[src/design/ffba_pkg.sv]
// Shared constants, types and helper functions of the block allocator.
`default_nettype none

package ffba_pkg;

    // Pool geometry.
    localparam int POOL_DEPTH = 1024;
    localparam int ADDR_W     = $clog2(POOL_DEPTH);
    localparam int SIZE_W     = $clog2(POOL_DEPTH + 1);

    // Fixed widths of the beat fields and the configuration register.
    localparam int OP_W     = 2;
    localparam int BLOCK_W  = 10;
    localparam int COUNT_W  = 11;
    localparam int FAIL_W   = 32;
    localparam int STATUS_W = 2;
    localparam int CFG_W    = 11;

    localparam logic [CFG_W-1:0]  POOL_BLOCKS_RST = CFG_W'(1024);
    localparam logic [FAIL_W-1:0] FAIL_MAX        = '1;

    // Operation codes.
    localparam logic [OP_W-1:0] OP_ALLOC  = 2'd0;
    localparam logic [OP_W-1:0] OP_FREE   = 2'd1;
    localparam logic [OP_W-1:0] OP_REFILL = 2'd2;
    localparam logic [OP_W-1:0] OP_NOP    = 2'd3;

    // Result status codes.
    localparam logic [STATUS_W-1:0] STAT_OK        = 2'd0;
    localparam logic [STATUS_W-1:0] STAT_EXHAUSTED = 2'd1;
    localparam logic [STATUS_W-1:0] STAT_NOT_USED  = 2'd2;
    localparam logic [STATUS_W-1:0] STAT_RANGE     = 2'd3;

    // Commands from the controller to the datapath.
    typedef struct packed {
        logic accept;
        logic sweep;
        logic exec;
    } ctrl_cmd_t;

    // Status from the datapath to the controller.
    typedef struct packed {
        logic sweep_last;
        logic out_free;
    } dp_status_t;

    // A pool size of zero or anything above the depth means the whole depth.
    function automatic logic [SIZE_W-1:0] clamp_size(input logic [CFG_W-1:0] pb);
        logic [SIZE_W-1:0] n;
        if (pb == '0 || 32'(pb) > POOL_DEPTH) begin
            n = SIZE_W'(POOL_DEPTH);
        end else begin
            n = SIZE_W'(pb);
        end
        return n;
    endfunction

    // Queue tail after a refill: just past the last free index.
    function automatic logic [ADDR_W-1:0] refill_tail(input logic [SIZE_W-1:0] n);
        logic [ADDR_W-1:0] t;
        if (32'(n) >= POOL_DEPTH) begin
            t = '0;
        end else begin
            t = ADDR_W'(n);
        end
        return t;
    endfunction

    function automatic logic [ADDR_W-1:0] wrap_next(input logic [ADDR_W-1:0] p);
        logic [ADDR_W-1:0] q;
        if (p == ADDR_W'(POOL_DEPTH - 1)) begin
            q = '0;
        end else begin
            q = p + ADDR_W'(1);
        end
        return q;
    endfunction

endpackage

`default_nettype wire

[src/design/ffba_ctrl.sv]
// Controller state machine of the block allocator.
`default_nettype none

module ffba_ctrl (
    input  wire logic                 aclk,
    input  wire logic                 aresetn,
    input  wire logic                 s_valid,
    input  wire logic [1:0]           s_operation,
    output logic                      s_ready,
    input  wire ffba_pkg::dp_status_t stat,
    output ffba_pkg::ctrl_cmd_t       cmd
);

    typedef enum logic [1:0] {
        ST_INIT,
        ST_IDLE,
        ST_CLEAR,
        ST_EXEC
    } state_t;

    state_t state_reg;
    state_t state_next;

    always_comb begin
        state_next = state_reg;
        unique case (state_reg)
            ST_INIT: begin
                if (stat.sweep_last) begin
                    state_next = ST_IDLE;
                end
            end
            ST_IDLE: begin
                if (s_valid) begin
                    state_next = (s_operation == ffba_pkg::OP_REFILL) ? ST_CLEAR : ST_EXEC;
                end
            end
            ST_CLEAR: begin
                if (stat.sweep_last) begin
                    state_next = ST_EXEC;
                end
            end
            ST_EXEC: begin
                if (stat.out_free) begin
                    state_next = ST_IDLE;
                end
            end
            default: state_next = ST_INIT;
        endcase
    end

    always_ff @(posedge aclk) begin
        if (!aresetn) begin
            state_reg <= ST_INIT;
        end else begin
            state_reg <= state_next;
        end
    end

    assign s_ready    = (state_reg == ST_IDLE);
    assign cmd.accept = (state_reg == ST_IDLE) && s_valid;
    assign cmd.sweep  = (state_reg == ST_INIT) || (state_reg == ST_CLEAR);
    assign cmd.exec   = (state_reg == ST_EXEC) && stat.out_free;

endmodule

`default_nettype wire

[config.mk]
export PLATFORM = sky130hd
export DESIGN_NAME = ffba_ctrl
export DESIGN_NICKNAME = d
export VERILOG_FILES = /design/src/design/ffba_pkg.sv /design/src/design/ffba_ctrl.sv
export SDC_FILE = /design/constraint.sdc
export NUM_CORES = 1
export LEC_CHECK = 0
export ABC_CLOCK_PERIOD_IN_PS = 1480
export BUFFER_PORTS_ARGS = -buffer_cell sky130_fd_sc_hd__buf_2
export CAP_MARGIN = 20
export CORE_AREA = 3 3 40 42
export DETAILED_ROUTE_END_ITERATION = 7
export DIE_AREA = 0 0 43 45
export GPL_TIMING_DRIVEN = 0
export PLACE_DENSITY_LB_ADDON = 0.08
export REMOVE_ABC_BUFFERS = 1
export SLEW_MARGIN = 40
export SYNTH_ARGS = -nofsm -noshare
export SYNTH_HDL_FRONTEND = slang
export SYNTH_SLANG_ARGS = --single-unit
export TNS_END_PERCENT = 5
[constraint.sdc]
create_clock -name aclk -period 1.48 [get_ports aclk]
set_clock_uncertainty 0.05 [all_clocks]
set_input_delay 0.148 -clock aclk [delete_from_list [all_inputs] [get_ports aclk]]
set_output_delay 0.148 -clock aclk [all_outputs]
set_load 0.03 [all_outputs]
==> impl_metrics.csv <==
group,metric,value,unit
status,outcome,"complete, no violations",
final_layout,final_common_cell,"buf_2",
sta,final_max_slew_viol_count,0,
floorplanning,fp.dieArea,0.00194,mm^2
clock_network,clk_pin_slew,30,ps
place,hpwl,376,um
sta,finalCritPeriodShare,95.5,%
global_routing,grt.total_usage,5.90,%
floorplanning,fp.dieW,43,um
floorplanning,start_util,18.5,%
worst_setup_path,cp_max_fo,3,
detailed_routing,wirelength,486,um
worst_setup_path,required,1280,ps
pwr,p_per_area,2180,mW/mm^2
floorplanning,die_y,45,um
sta,fmax,708,MHz
final_layout,num-nets-final,55,
detailed_routing,wl_per_cell,8.68,um
sta,worstMarginPinSlew,202,ps
pwr,ir_drop,0.560,mV
detailed_routing,ant_nets,0,
detailed_routing,firstDrtPassIters,1,
clock_network,cts_tree,"built",
synthesis,ys_types,16,
synthesis,yosysWarnings,0,
sta,slew-limit-headroom,86.4,%
pwr,p_leak,0.000184,uW
global_routing,grt_pass1_wl,834,um
synthesis,synth-seq-cells,2,
place,post_dp_cell_area,307,um^2
sta,hold_ws,132,ps
clock_network,holdBufCountCts,0,
sta,layout_min_cycle_time,1410,ps
detailed_routing,vias_per_cell,3.86,
sta,setup_tns,0,ps
synthesis,yosysSeqAreaShare,16.8,%
clock_network,numCtsBuffers,3,
detailed_routing,first_iter_violations,0,
final_layout,area_delta_synth_final,52.6,%
global_routing,grt_pass1_vias,220,
synthesis,syn-instance-count,25,
global_routing,grt_max_degree,5,
final_layout,fin_area,363,um^2
detailed_routing,vias,216,
clock_network,cts_buffer_depth,2,
final_layout,drive_above_1_share,63.4,%
synthesis,yosys.area.top_type,"ha_1",
final_layout,stdcell_count,56,
place,gp_congestion,0.726,
final_layout,fillers,145,
clock_network,clkLatencyLatePin,220,ps
worst_setup_path,worstSetupEndpointType,"output pin",
global_routing,overflow,0,
synthesis,synthTopCellsByArea,"ha_1 26%, dfxtp_1 17%, o21bai_4 7.9%",
clock_network,h-tree-depth,1,
synthesis,synth_top_area_share,26.3,%
global_routing,antenna_found_initial,0,
sta,final_hold_viol_count,0,
sta,setup_viol,0,
floorplanning,coreArea,0.00128,mm^2
synthesis,syn_area,238,um^2
final_layout,antenna_cells,0,
synthesis,avgSynthCellArea,9.51,um^2
min_path,min_path_type,"in -> reg",
clock_network,clock-sinks,2,
clock_network,cts_root_buf,"clkbuf_4",
final_layout,largest_reg_flops,2,
place,io_buffers,10,
job,drv_cap,0,
floorplanning,io-pin-count,11,
floorplanning,std_cell_rows,13,
worst_setup_path,worstPathArrival,1210,ps
place,dp.cells,50,
worst_setup_path,critPathKind,"reg -> out",
worst_setup_path,cp-start-kind,"flop",
sta,rsz0062_at_grt,"false",
detailed_routing,drc_errors,0,
final_layout,final_cell_mix,"9 x buf_2, 4 x ha_1, 3 x clkbuf_4, 3 x buf_4",
worst max-delay path, stage by stage, from the launching register on:
cell     delay, ps
dfxtp_2        330
inv_2           50
ha_2           180
or2_2          290
buf_6          140
final timing paths:
kind / start / end / slack [ps] / cells after the start
hold / removal: aresetn / state_reg[0] / 130 / 3
hold reg to reg: state_reg[1] / state_reg[1] / 540 / 3
setup / recovery: state_reg[1] / cmd[1] / 70 / 4
setup reg to reg: state_reg[1] / state_reg[0] / 140 / 5
power breakdown:
group          switching, uW  internal [uW]  leakage [uW]
sequential              20.5           86.0     0.0000172
combinational            289            275      0.000153
clock                   30.0           89.4     0.0000138
total                    339            450      0.000184
through the flow:
step	setup slack [ps]	power, uW	utilization [%]
after CTS	16.4	778	27.7
after global placement	72.0	576	23.9
final	67.0	790	28.2
after floorplan	93.4	481	-
after detailed placement	69.2	570	23.9
after global routing	10.4	875	28.2
kinds of logic after synthesis:
| family | share of synthesized area, % |
|---|---|
| buffers and inverters | 6.31 |
| AND/OR/NAND/NOR | 25.8 |
| adder cells (fa/ha/maj) | 26.3 |
| flip-flops | 16.8 |
| AO/OA/AOI/OAI | 24.7 |
final cells by class:
| type | count | area, um^2 | area share, % |
|---|---|---|---|
| multi-input combinational | 19 | 185 | 51.0 |
| timing repair buffer | 13 | 78.8 | 21.7 |
| sequential | 2 | 42.5 | 11.7 |
| clock buffer | 3 | 22.5 | 6.21 |
| tap | 15 | 18.8 | 5.17 |
| inverter | 4 | 15.0 | 4.14 |
cells in the mapped netlist (all sizes together):
master and number:
o21bai 1, and3 1, inv 4, and2 2
a21oi 1, a31o 1, ha 5, a31oi 1
dfxtp 2, o21ai 1, nand2b 2, nand4 1
a311oi 1, or2 1, and2b 1
metal layers:
| metal | up-vias | track usage [%] | part of all wire [%] |
|---|---|---|---|
| met3 | 0 | 3.19 | 8.0 |
| met1 | 91 | 5.98 | 44 |
| met4 | 0 | 3.61 | 0 |
| met2 | 6 | 9.58 | 48 |
| li1 | 119 | - | - |
| met5 | - | 0 | 0 |
what timing repair did:
item,in CTS,in global routing
resized for setup,5,2
buffers inserted,2,1
pin swaps,0,1
setup endpoints to repair,1,1
gates cloned,0,0
No activity file was read; power rests on OpenSTA's default activity.
